--- config.mk ---
export PLATFORM = sky130hd
export DESIGN_NAME = strobed_bcd_display_capture_top_flat
export DESIGN_NICKNAME = d
export VERILOG_FILES = /design/src/sbdc_pkg.sv /design/src/sbdc_if.sv /design/src/sbdc_ram.sv /design/src/strobed_bcd_display_capture_top.sv /design/src/flat_wrapper.sv
export SDC_FILE = /design/constraint.sdc
export NUM_CORES = 1
export LEC_CHECK = 0
export BUFFER_PORTS_ARGS = -buffer_cell sky130_fd_sc_hd__buf_2
export CORE_MARGIN = 2
export CORE_UTILIZATION = 35
export DETAILED_ROUTE_END_ITERATION = 6
export PLACE_DENSITY = 0.54
export SETUP_SLACK_MARGIN = 0.05
export SYNTH_ARGS = -nofsm -noshare
export SYNTH_HDL_FRONTEND = slang
export SYNTH_SLANG_ARGS = --single-unit
--- constraint.sdc ---
create_clock -name i_clk -period 7.4 [get_ports i_clk]
set_input_delay 1.11 -clock i_clk [delete_from_list [all_inputs] [get_ports i_clk]]
set_output_delay 1.11 -clock i_clk [all_outputs]
set_load 0.02 [all_outputs]
--- src/sbdc_pkg.sv ---
// ============================================================================
// sbdc_pkg
// Shared types and constants of the strobed BCD display capture block.
// ============================================================================
package sbdc_pkg;

    localparam int C_FRAME_BYTES = 80;
    localparam int C_CHAR_W      = 8;
    localparam int C_LANES       = 4;
    localparam int C_WORDS       = C_FRAME_BYTES / C_LANES;
    localparam int C_BANKS       = 2;
    localparam int C_ROWS        = C_WORDS / C_BANKS;
    localparam int C_ROW_W       = $clog2(C_ROWS);
    localparam int C_WORD_W      = 5;
    localparam int C_SECOND_OFS  = 20;
    localparam int C_SECOND_WDS  = C_SECOND_OFS / C_LANES;
    localparam int C_TALLY_BYTE  = 72;
    localparam int C_TALLY_WORD  = C_TALLY_BYTE / C_LANES;
    localparam int C_TALLY_LANE  = C_TALLY_BYTE % C_LANES;
    localparam int C_REMAP_LOW   = 40;
    localparam int C_REMAP_MID   = 41;

    localparam logic [3:0] C_POS_LOW   = 4'd0;
    localparam logic [3:0] C_POS_MID   = 4'd8;
    localparam logic [3:0] C_BCD_LIMIT = 4'd10;

    localparam logic [C_CHAR_W-1:0] C_CHAR_SPACE = 8'h20;
    localparam logic [C_CHAR_W-1:0] C_CHAR_ZERO  = 8'h30;
    localparam logic [C_CHAR_W-1:0] C_CHAR_NUL   = 8'h00;

    localparam logic [C_WORD_W-1:0] C_WORD_LAST = C_WORD_W'(C_WORDS - 1);

    typedef struct packed {
        logic [3:0] strobe_number;
        logic       strobe_invalid;
        logic [3:0] digit_first;
        logic [3:0] digit_second;
    } t_sample;

    typedef struct packed {
        logic [31:0]         char_word;
        logic [C_WORD_W-1:0] word_index;
        logic                last_word;
    } t_word;

endpackage

--- src/sbdc_if.sv ---
// ============================================================================
// sbdc_in_if / sbdc_out_if
// Valid/ready channels for bus samples and for frame words.
// ============================================================================
interface sbdc_in_if;
    import sbdc_pkg::*;

    logic    valid;
    logic    ready;
    t_sample data;

    modport source (output valid, output data, input ready);
    modport sink (input valid, input data, output ready);
endinterface

interface sbdc_out_if;
    import sbdc_pkg::*;

    logic  valid;
    logic  ready;
    t_word data;

    modport source (output valid, output data, input ready);
    modport sink (input valid, input data, output ready);
endinterface

--- src/sbdc_ram.sv ---
// ============================================================================
// sbdc_ram
// Simple dual-port RAM: one write port, one read port with registered data.
// ============================================================================
module sbdc_ram #(
    parameter int WIDTH = 8,
    parameter int DEPTH = 10
) (
    input  logic                                  i_clk,
    input  logic                                  i_we,
    input  logic [((DEPTH > 1) ? $clog2(DEPTH) : 1)-1:0] i_waddr,
    input  logic [WIDTH-1:0]                      i_wdata,
    input  logic [((DEPTH > 1) ? $clog2(DEPTH) : 1)-1:0] i_raddr,
    output logic [WIDTH-1:0]                      o_rdata
);

    logic [WIDTH-1:0] r_mem [DEPTH];

    always_ff @(posedge i_clk) begin
        if (i_we) begin
            r_mem[i_waddr] <= i_wdata;
        end
        o_rdata <= r_mem[i_raddr];
    end

endmodule

--- src/strobed_bcd_display_capture_top.sv ---
// ============================================================================
// strobed_bcd_display_capture_top
// Captures an 80-character frame from a strobed BCD display bus and sends
// each changed frame as 20 four-character words.
// ============================================================================
// Usage:
//   i_sample carries one bus sample per transaction. A sample with a valid
//   strobe writes up to two ASCII digits into the frame store. After a
//   sample the block stays ready for the next one unless it publishes the frame.
//   A publish runs a compare pass over the 10 rows of the frame and shown
//   stores that also copies the frame into the shown store and clears the
//   frame to spaces. If the frame changed, the block then sends 20
//   transactions on o_word, each word read in ST_EMIT_RD and loaded in
//   ST_EMIT_LD; word 18 carries the update counter in its low byte.
//   Compare and emission share the single read port of each store.
//   No sample is taken during a publish; the next one is taken as soon as
//   the last word sits in the output register.
//   A stalled receiver holds the output register and the emission with it.
//   After reset an init pass over the 10 rows fills the frame store with
//   spaces, the shown store with NUL bytes; no sample is taken until it ends.
// ============================================================================
module strobed_bcd_display_capture_top (
    input logic        i_clk,
    input logic        i_rst_n,
    sbdc_in_if.sink    i_sample,
    sbdc_out_if.source o_word
);
    import sbdc_pkg::*;

    typedef enum logic [2:0] {
        ST_INIT,
        ST_IDLE,
        ST_CMP_RD,
        ST_CMP_WR,
        ST_EMIT_RD,
        ST_EMIT_LD
    } t_state;

    localparam logic [C_ROW_W-1:0]  C_ROW_LAST  = C_ROW_W'(C_ROWS - 1);
    localparam logic [C_WORD_W-1:0] C_GRP       = C_WORD_W'(C_SECOND_WDS);
    localparam logic [C_WORD_W-1:0] C_GRP2      = C_WORD_W'(2 * C_SECOND_WDS);
    localparam logic [C_WORD_W-1:0] C_GRP3      = C_WORD_W'(3 * C_SECOND_WDS);
    localparam logic [C_WORD_W-1:0] C_TALLY_WD  = C_WORD_W'(C_TALLY_WORD);
    localparam logic [C_ROW_W-1:0]  C_REMAP_ROW =
        C_ROW_W'(C_REMAP_LOW / C_LANES - C_SECOND_WDS);
    localparam logic [1:0] C_LANE_LOW = 2'(C_REMAP_LOW % C_LANES);
    localparam logic [1:0] C_LANE_MID = 2'(C_REMAP_MID % C_LANES);

    t_state                r_state;
    logic [C_ROW_W-1:0]    r_row;
    logic [C_WORD_W-1:0]   r_word;
    logic                  r_diff;
    logic                  r_valid_prev;
    logic [7:0]            r_tally;
    logic                  r_dirty;
    logic [7:0]            r_update_tally;
    logic                  r_out_valid;
    t_word                 r_out;

    t_sample               smp;
    logic                  in_accept;
    logic                  smp_valid;
    logic [3:0]            pos;
    logic [C_ROW_W-1:0]    smp_row;
    logic [1:0]            smp_lane;
    logic                  bcd_first;
    logic                  bcd_second;
    logic [7:0]            n_tally;
    logic [C_ROW_W-1:0]    emit_row;
    logic                  emit_bank;
    logic [C_ROW_W-1:0]    rd_row;
    logic [C_ROW_W-1:0]    wr_row;
    logic                  n_diff;
    logic                  out_free;
    logic [C_LANES-1:0][C_CHAR_W-1:0] emit_data;

    logic [C_BANKS-1:0][C_LANES-1:0]               frame_we;
    logic [C_BANKS-1:0][C_LANES-1:0]               shown_we;
    logic [C_BANKS-1:0][C_LANES-1:0][C_CHAR_W-1:0] frame_wdata;
    logic [C_BANKS-1:0][C_LANES-1:0][C_CHAR_W-1:0] shown_wdata;
    logic [C_BANKS-1:0][C_LANES-1:0][C_CHAR_W-1:0] frame_rdata;
    logic [C_BANKS-1:0][C_LANES-1:0][C_CHAR_W-1:0] shown_rdata;

    assign smp            = i_sample.data;
    assign i_sample.ready = (r_state == ST_IDLE);
    assign in_accept      = i_sample.valid && i_sample.ready;
    assign o_word.valid   = r_out_valid;
    assign o_word.data    = r_out;
    assign out_free       = !r_out_valid || o_word.ready;

    assign smp_valid  = !smp.strobe_invalid;
    assign pos        = ~smp.strobe_number;
    assign bcd_first  = smp.digit_first < C_BCD_LIMIT;
    assign bcd_second = smp.digit_second < C_BCD_LIMIT;
    assign n_tally    = r_tally + 8'(smp_valid != r_valid_prev);
    assign n_diff     = r_diff || (frame_rdata != shown_rdata);

    always_comb begin
        priority if (pos == C_POS_LOW) begin
            smp_row  = C_REMAP_ROW;
            smp_lane = C_LANE_LOW;
        end else if (pos == C_POS_MID) begin
            smp_row  = C_REMAP_ROW;
            smp_lane = C_LANE_MID;
        end else begin
            smp_row  = C_ROW_W'(pos[3:2]);
            smp_lane = pos[1:0];
        end
    end

    always_comb begin
        priority if (r_word < C_GRP) begin
            emit_row  = C_ROW_W'(r_word);
            emit_bank = 1'b0;
        end else if (r_word < C_GRP2) begin
            emit_row  = C_ROW_W'(r_word - C_GRP);
            emit_bank = 1'b1;
        end else if (r_word < C_GRP3) begin
            emit_row  = C_ROW_W'(r_word - C_GRP);
            emit_bank = 1'b0;
        end else begin
            emit_row  = C_ROW_W'(r_word - C_GRP2);
            emit_bank = 1'b1;
        end
    end

    assign rd_row = (r_state == ST_EMIT_RD || r_state == ST_EMIT_LD) ? emit_row : r_row;

    always_comb begin
        emit_data = shown_rdata[emit_bank];
        if (r_word == C_TALLY_WD) begin
            emit_data[C_TALLY_LANE] = r_update_tally;
        end
    end

    always_comb begin
        frame_we    = '0;
        shown_we    = '0;
        wr_row      = r_row;
        frame_wdata = {(C_BANKS * C_LANES){C_CHAR_SPACE}};
        shown_wdata = frame_rdata;
        unique case (r_state)
            ST_INIT: begin
                frame_we    = '1;
                shown_we    = '1;
                shown_wdata = {(C_BANKS * C_LANES){C_CHAR_NUL}};
            end
            ST_IDLE: begin
                wr_row = smp_row;
                for (int l = 0; l < C_LANES; l++) begin
                    frame_wdata[0][l] = C_CHAR_ZERO + C_CHAR_W'(smp.digit_first);
                    frame_wdata[1][l] = C_CHAR_ZERO + C_CHAR_W'(smp.digit_second);
                end
                if (in_accept && smp_valid) begin
                    frame_we[0][smp_lane] = bcd_first;
                    frame_we[1][smp_lane] = bcd_second;
                end
            end
            ST_CMP_WR: begin
                frame_we = '1;
                shown_we = '1;
            end
            default: begin
            end
        endcase
    end

    for (genvar b = 0; b < C_BANKS; b++) begin : g_bank
        for (genvar l = 0; l < C_LANES; l++) begin : g_lane
            sbdc_ram #(
                .WIDTH (C_CHAR_W),
                .DEPTH (C_ROWS)
            ) u_frame (
                .i_clk   (i_clk),
                .i_we    (frame_we[b][l]),
                .i_waddr (wr_row),
                .i_wdata (frame_wdata[b][l]),
                .i_raddr (rd_row),
                .o_rdata (frame_rdata[b][l])
            );

            sbdc_ram #(
                .WIDTH (C_CHAR_W),
                .DEPTH (C_ROWS)
            ) u_shown (
                .i_clk   (i_clk),
                .i_we    (shown_we[b][l]),
                .i_waddr (wr_row),
                .i_wdata (shown_wdata[b][l]),
                .i_raddr (rd_row),
                .o_rdata (shown_rdata[b][l])
            );
        end
    end

    always_ff @(posedge i_clk) begin
        if (!i_rst_n) begin
            r_state        <= ST_INIT;
            r_row          <= '0;
            r_word         <= '0;
            r_diff         <= 1'b0;
            r_valid_prev   <= 1'b0;
            r_tally        <= '0;
            r_dirty        <= 1'b1;
            r_update_tally <= '0;
            r_out_valid    <= 1'b0;
        end else begin
            if (o_word.ready && r_state != ST_EMIT_LD) begin
                r_out_valid <= 1'b0;
            end
            unique case (r_state)
                ST_INIT: begin
                    if (r_row == C_ROW_LAST) begin
                        r_row   <= '0;
                        r_state <= ST_IDLE;
                    end else begin
                        r_row <= r_row + 1'b1;
                    end
                end
                ST_IDLE: begin
                    if (in_accept) begin
                        r_valid_prev <= smp_valid;
                        if (smp_valid) begin
                            r_tally <= n_tally;
                            if (bcd_first || bcd_second) begin
                                r_dirty <= 1'b1;
                            end
                        end else if (r_dirty && n_tally > 8'd1) begin
                            r_dirty <= 1'b0;
                            r_tally <= '0;
                            r_row   <= '0;
                            r_diff  <= 1'b0;
                            r_state <= ST_CMP_RD;
                        end else begin
                            r_tally <= n_tally;
                        end
                    end
                end
                ST_CMP_RD: begin
                    r_state <= ST_CMP_WR;
                end
                ST_CMP_WR: begin
                    r_diff <= n_diff;
                    if (r_row == C_ROW_LAST) begin
                        r_row   <= '0;
                        r_word  <= '0;
                        r_state <= n_diff ? ST_EMIT_RD : ST_IDLE;
                    end else begin
                        r_row   <= r_row + 1'b1;
                        r_state <= ST_CMP_RD;
                    end
                end
                ST_EMIT_RD: begin
                    r_state <= ST_EMIT_LD;
                end
                ST_EMIT_LD: begin
                    if (out_free) begin
                        r_out_valid      <= 1'b1;
                        r_out.char_word  <= emit_data;
                        r_out.word_index <= r_word;
                        r_out.last_word  <= (r_word == C_WORD_LAST);
                        if (r_word == C_WORD_LAST) begin
                            r_update_tally <= r_update_tally + 1'b1;
                            r_state        <= ST_IDLE;
                        end else begin
                            r_word  <= r_word + 1'b1;
                            r_state <= ST_EMIT_RD;
                        end
                    end
                end
                default: begin
                    r_state <= ST_INIT;
                end
            endcase
        end
    end

endmodule

--- src/flat_wrapper.sv ---
// flat-port wrapper written by rule: the top's interface ports become plain ports
module strobed_bcd_display_capture_top_flat import sbdc_pkg::*;
  (i_clk, i_rst_n, i_sample_valid, i_sample_data, i_sample_ready, o_word_valid, o_word_data, o_word_ready);
  sbdc_in_if i_sample_i ();
  sbdc_out_if o_word_i ();
  input logic i_clk;
  input logic i_rst_n;
  input wire logic [$bits(i_sample_i.valid)-1:0] i_sample_valid;
  input wire logic [$bits(i_sample_i.data)-1:0] i_sample_data;
  output wire logic [$bits(i_sample_i.ready)-1:0] i_sample_ready;
  output wire logic [$bits(o_word_i.valid)-1:0] o_word_valid;
  output wire logic [$bits(o_word_i.data)-1:0] o_word_data;
  input wire logic [$bits(o_word_i.ready)-1:0] o_word_ready;
  assign i_sample_i.valid = i_sample_valid;
  assign i_sample_i.data = i_sample_data;
  assign i_sample_ready = i_sample_i.ready;
  assign o_word_valid = o_word_i.valid;
  assign o_word_data = o_word_i.data;
  assign o_word_i.ready = o_word_ready;
  strobed_bcd_display_capture_top u_core (.i_clk(i_clk), .i_rst_n(i_rst_n), .i_sample(i_sample_i), .o_word(o_word_i));
endmodule
[Yosys cells after proc, flatten, opt, wreduce, memory -nomap -nowiden]
Memory sizes are Yosys's and may differ from the RTL's. A register that Yosys moved wholly into a read port is not among the register bits.
Cells that the tools add are included.
Operators by class
  bitwise operators: 3
  reductions and logical operators: 26
  $lt $le $gt $ge: 9
  mux-type cells: 83
  $add $sub $neg: 8
  eq/ne operators: 20
Operator list (number)
  $mux 64: 2
  $mux 32: 2
  $ne 64x64->1: 1
  $mux 1: 44
  $mux 4: 10
  $mux 8: 5
  $mux 3: 9
  $pmux 3 s6: 1
  $pmux 8 s2: 1
  $reduce_and 4->1: 4
  $mux 5: 3
  $add 6x4->7 const A: 2
  $eq 5x5->1 const B: 2
  $lt 5x4->1 const B: 2
  $pmux 5 s2: 1
  $add 8x1->8: 1
  $add 8x1->8 const B: 1
  $and 4x4->4: 2
  $eq 4x4->1 const B: 2
  $gt 8x1->1 const B: 1
  $lt 4x4->1 const B: 2
  $ne 2x1->1 const B: 4
  $ne 2x2->1 const B: 4
  $pmux 4 s2: 1
  other kinds (27): 42
Storage, ports and cells
  bits in registers: 70
  memory bits (writable): 1280
  logic and storage cells: 177
  memories: 16
Memory list
  u_core.g_bank[0].g_lane[0].u_frame.r_mem: words 10, width 8, read ports 1, clocked after memory_dff 1, write ports 1, line sbdc_ram.sv:17  | logic [WIDTH-1:0] r_mem [DEPTH];
  u_core.g_bank[0].g_lane[0].u_shown.r_mem: words 10, width 8, read ports 1, clocked after memory_dff 1, write ports 1, line sbdc_ram.sv:17
  u_core.g_bank[0].g_lane[1].u_frame.r_mem: words 10, width 8, read ports 1, clocked after memory_dff 1, write ports 1, line sbdc_ram.sv:17
  u_core.g_bank[0].g_lane[1].u_shown.r_mem: words 10, width 8, read ports 1, clocked after memory_dff 1, write ports 1, line sbdc_ram.sv:17
  u_core.g_bank[0].g_lane[2].u_frame.r_mem: words 10, width 8, read ports 1, clocked after memory_dff 1, write ports 1, line sbdc_ram.sv:17
  u_core.g_bank[0].g_lane[2].u_shown.r_mem: words 10, width 8, read ports 1, clocked after memory_dff 1, write ports 1, line sbdc_ram.sv:17
  10 more memories

[Longest topological paths before layout]
  depth after elaboration: 13
  depth in mapped cells: 11
  depth with buffers taken out: 9

[Hierarchy]
A second synthesis with hierarchy kept.
Unflattened totals
  cells, all modules: 3583
  area total of the unflattened synthesis: 59333.2 sq um
By module, submodules not included
  sbdc_ram: seq. area each 2562.5 sq um, cells an instance 189, times used 16, area each 3402.0 sq um
  strobed_bcd_display_capture_top: seq. area each 1781.7 sq um, cells an instance 559, times used 1, area each 4901.0 sq um

[Least setup slack after synthesis]
Ideal clock, no wire load.
  path type: input port to flip-flop
  from: input port i_sample_data[8]
  to: memory u_core.g_bank[0].g_lane[0].u_shown.r_mem[7][0] (enable)
  data arrival time: 5715 ps
  path slack: 1144 ps
  path buffers: 1
  cell stages on the path: 4
  path through: clkbuf_1 nor3_1 a21oi_1 nor4_1
RTL lines
  start, declared: line flat_wrapper.sv:9  | input wire logic [$bits(i_sample_i.data)-1:0] i_sample_data;
  end, declared: line sbdc_ram.sv:17

[Worst setup path in the final report]
  from: register u_core.r_state[2]
  to: memory u_core.g_bank[1].g_lane[0].u_shown.r_mem[4][0] (enable)
Between the ends
  longest elaborated chain between the ends: 5
  elaborated cells between the ends (all ways): 8
  those cells by class: eq/ne (2); mux (4); reduce/logical (2)
RTL lines
  start, declared: line strobed_bcd_display_capture_top.sv:49  | t_state r_state;
  start signal, assigned: line strobed_bcd_display_capture_top.sv:247  | r_state <= n_diff ? ST_EMIT_RD : ST_IDLE;
  $eq 3x2->1 or $logic_not 3->1 (tied branches): line strobed_bcd_display_capture_top.sv:142  | unique case (r_state)
  $reduce_or 2->1 (no source line)
  $mux 8: line strobed_bcd_display_capture_top.sv:142
  $mux 1: line sbdc_ram.sv:20  | if (i_we) begin
  $mux 1 (implied by the code): line sbdc_ram.sv:21  | r_mem[i_waddr] <= i_wdata;
  end, declared: line sbdc_ram.sv:17
Parallel ways exist; a longest one is shown, timed or not.

==> impl_metrics.tcl <==
set metrics [dict create \
    place.gp.congestion 0.816 \
    synth.distinct_cells 78 \
    antenna_found_initial 6 \
    crit_chain "nor2b_1 -> nand2b_1 -> clkinv_2 -> o31ai_1 -> nand2_1 -> nor2_4 -> buf_4" \
    synthMuxAreaShare_pct 5.05 \
    total_leakage_power_nw 14.8 \
    htree_levels 3 \
    yosysSeqAreaShare_pct 70.3 \
    crit_family "simple AND/OR/NAND/NOR gates" \
    cts_sinks 953 \
    synth_edf_count 840 \
    fin_crit_ns 4.77 \
    die_width_microns 338 \
    hp-class "reg2reg" \
    power_density_nw_per_um2 454 \
    skew_ns 0.0275 \
    synth_top_family_by_area "compound AO/OA/AOI/OAI gates" \
    antenna_left 0 \
    fin_util_pct 40.0 \
    grt_pass1_wl_microns 166000 \
    holdBufCountCts 0 \
    synthArstFlopShare_pct 0 \
    ios 57 \
    synth-adder-area-share_pct 0.288 \
    tns_ns 0 \
    synth-main-ff-cell "edfxtp_1" \
    routed-via-count 24082 \
    wirelength_microns 113000 \
    timing.final.max_slew_violations 0 \
    die_h_microns 338 \
    grt_pass1_vias 23968 \
    grt_max_degree 164 \
    clk_pin_slew_ns 0.06 \
    clk_path_buf_depth 3 \
    avgViaCountPerCell 5.61 \
    ir_worst_vdd_mv 0.369 \
    endpoint_kind "flop" \
    crit_fanout 49 \
    synthSimpleGateAreaFrac_pct 8.72 \
    tightest_slew_ns 1.38 \
    final_common_cell "edfxtp_1" \
    final_cell_mix "edfxtp_1, nand3_1, o21ai_0, nor2_1, a31o_2" \
    grt_setup_unrepaired "false" \
    nets 2742 \
    rows 122 \
    postCtsResizedCells 0 \
    slew_headroom_pct 7.48 \
    critPathLaunchType "flop" \
    required_ns 7.73 \
    cts_buffers 100 \
    worst-path-buf-inv 2 \
    synthTopCellsByArea "edfxtp_1, dfxtp_1, a221oi_2, mux2_2, a31o_2" \
    dieArea_sq_um 114000 \
    drt_pre_antenna_iters 5 \
    syn_area_per_cell_sq_um 14.3 \
    root_buffer "clkbuf_16" \
    run_status "finished, final reports clean" \
    synth-xor-area-share_pct 1.14 \
    synth_top_cell_by_area "edfxtp_1" \
    netlist_area_sq_um 39100 \
    drc 0 \
    synth_compound_area_share_pct 11.8 \
    postCtsSetupRepairBufs 0 \
    critical-path-slowest-cell "nor2_4" \
    setup_viol 0 \
    core_sq_um 111000 \
    period_share_pct 64.5 \
    hold_viol 0 \
    wl_per_cell_microns 26.3 \
    start_util_pct 35.3 \
    synth_top_area_share_pct 64.5 \
    drtIter0Drc 2472 \
    grtUsageTotal_pct 19.2 \
    clk-insertion-delay-late_ns 0.67 \
    clock.fmax_mhz 210 \
    yosysWarnings 0 \
    crit_type "reg2reg" \
    overflow 0 \
    dp_hpwl_microns 62900 \
    slowest_delay_ns 1.01 \
    drive_gt1_share_pct 21.3 \
    synth-seq-cells 953 \
    worstPathArrival_ns 5.10 \
    syn_inst 2728 \
    cts_tree "built" \
    areaGrowthSynthToFinish_pct 13.2 \
    portBuffers 50 \
    cap_violations 0 \
]
[final timing paths]
kind | start | end | slack [ns] | cells after the start
hold reg to reg | u_core.r_tally[0]$_SDFFE_PN0P_ | u_core.r_tally[0]$_SDFFE_PN0P_ | 0.46 | 2
setup / recovery | u_core.r_state[2]$_SDFFE_PN0P_ | u_core.g_bank[1].g_lane[0].u_shown.r_mem[4][0]$_DFFE_PP_ | 2.63 | 7
hold / removal | u_core.r_tally[0]$_SDFFE_PN0P_ | u_core.r_tally[0]$_SDFFE_PN0P_ | 0.46 | 2
setup reg to reg | u_core.r_state[2]$_SDFFE_PN0P_ | u_core.g_bank[1].g_lane[0].u_shown.r_mem[4][0]$_DFFE_PP_ | 2.63 | 7
[state kept, by name, indices dropped and copies added (netlist names)]
register                              cells
u_core.g_bank.g_lane.u_shown.r_mem      410
u_core.g_bank.g_lane.u_frame.r_mem      400
u_core.g_bank.g_lane.u_shown.o_rdata     41
u_core.g_bank.g_lane.u_frame.o_rdata     40
u_core.o_word.data                       30
u_core.r_tally                            8
u_core.r_update_tally                     8
u_core.r_word                             5
u_core.r_row                              4
u_core.r_state                            3
u_core.o_word.valid                       1
u_core.r_diff                             1
u_core.r_dirty                            1
u_core.r_valid_prev                       1
[power by group]
| part | switching (W) | leakage (nW) | total [W] | internal (W) |
|---|---|---|---|---|
| combinational | 0.00478 | 4.23 | 0.00685 | 0.00207 |
| clock | 0.00211 | 1.62 | 0.00515 | 0.00304 |
| sequential | 0.000587 | 8.94 | 0.00811 | 0.00752 |
[per-layer routing]
| metal | up-vias | GRT usage, % | part of all wire, % |
|---|---|---|---|
| met5 | - | 0 | 0.012 |
| met4 | 2 | 5.04 | 2.3 |
| met3 | 160 | 2.93 | 6.7 |
| met2 | 936 | 30.5 | 46 |
| met1 | 12454 | 27.6 | 45 |
| li1 | 10530 | - | - |
[stage by stage]
| stage | instances | area (sq um) | total power, W | hold slack (ns) | worst slack (ns) |
|---|---|---|---|---|---|
| 2_1_floorplan | 2733 | 39100 | 0.0124 | 0.436 | 1.14 |
| 3_3_place_gp | 4102 | 40900 | 0.0149 | 0.443 | 2.92 |
| 3_5_place_dp | 4102 | 40900 | 0.0151 | 0.458 | 2.67 |
| 4_1_cts | 4290 | 44300 | 0.0202 | 0.464 | 2.66 |
| 5_1_grt | 4291 | 44300 | 0.0209 | 0.492 | 2.27 |
| 6_report | 4291 | 44300 | 0.0201 | 0.461 | 2.63 |
[synthesized netlist by cell type (all sizes together), types with 20 or more instances]
library cell,number
o21ai,178
a21oi,30
dfxtp,113
and2,60
nor4,20
nand2,123
nor2,174
buf,93
xor2,45
mux2,97
clkbuf,129
mux2i,88
a31o,161
edfxtp,840
a221oi,82
nor3,102
nand3,181
a31oi,91
[worst min-delay path, stage by stage, from the launching register on]
cell,delay [ns]
dfxtp_1,0.31
nand2_1,0.05
a21oi_1,0.05
[area by class of cell]
class	instances	area [sq um]
Sequential cell	953	27500
Inverter	13	50.0
Clock buffer	142	2850
Antenna cell	1	2.50
Tap cell	1488	1860
Fill cell	10235	66500
Timing Repair Buffer	103	723
Multi-Input combinational cell	1545	10800
Clock inverter	46	534
[cells by family after synthesis]
| family | count (synthesis) |
|---|---|
| AO/OA/AOI/OAI | 583 |
| XOR/XNOR | 51 |
| adder cells (fa/ha/maj) | 9 |
| buffers and inverters | 235 |
| flip-flops | 953 |
| multiplexers | 185 |
| other | 1 |
| AND/OR/NAND/NOR | 711 |
Note: power is estimated with default switching activity, not from simulation.
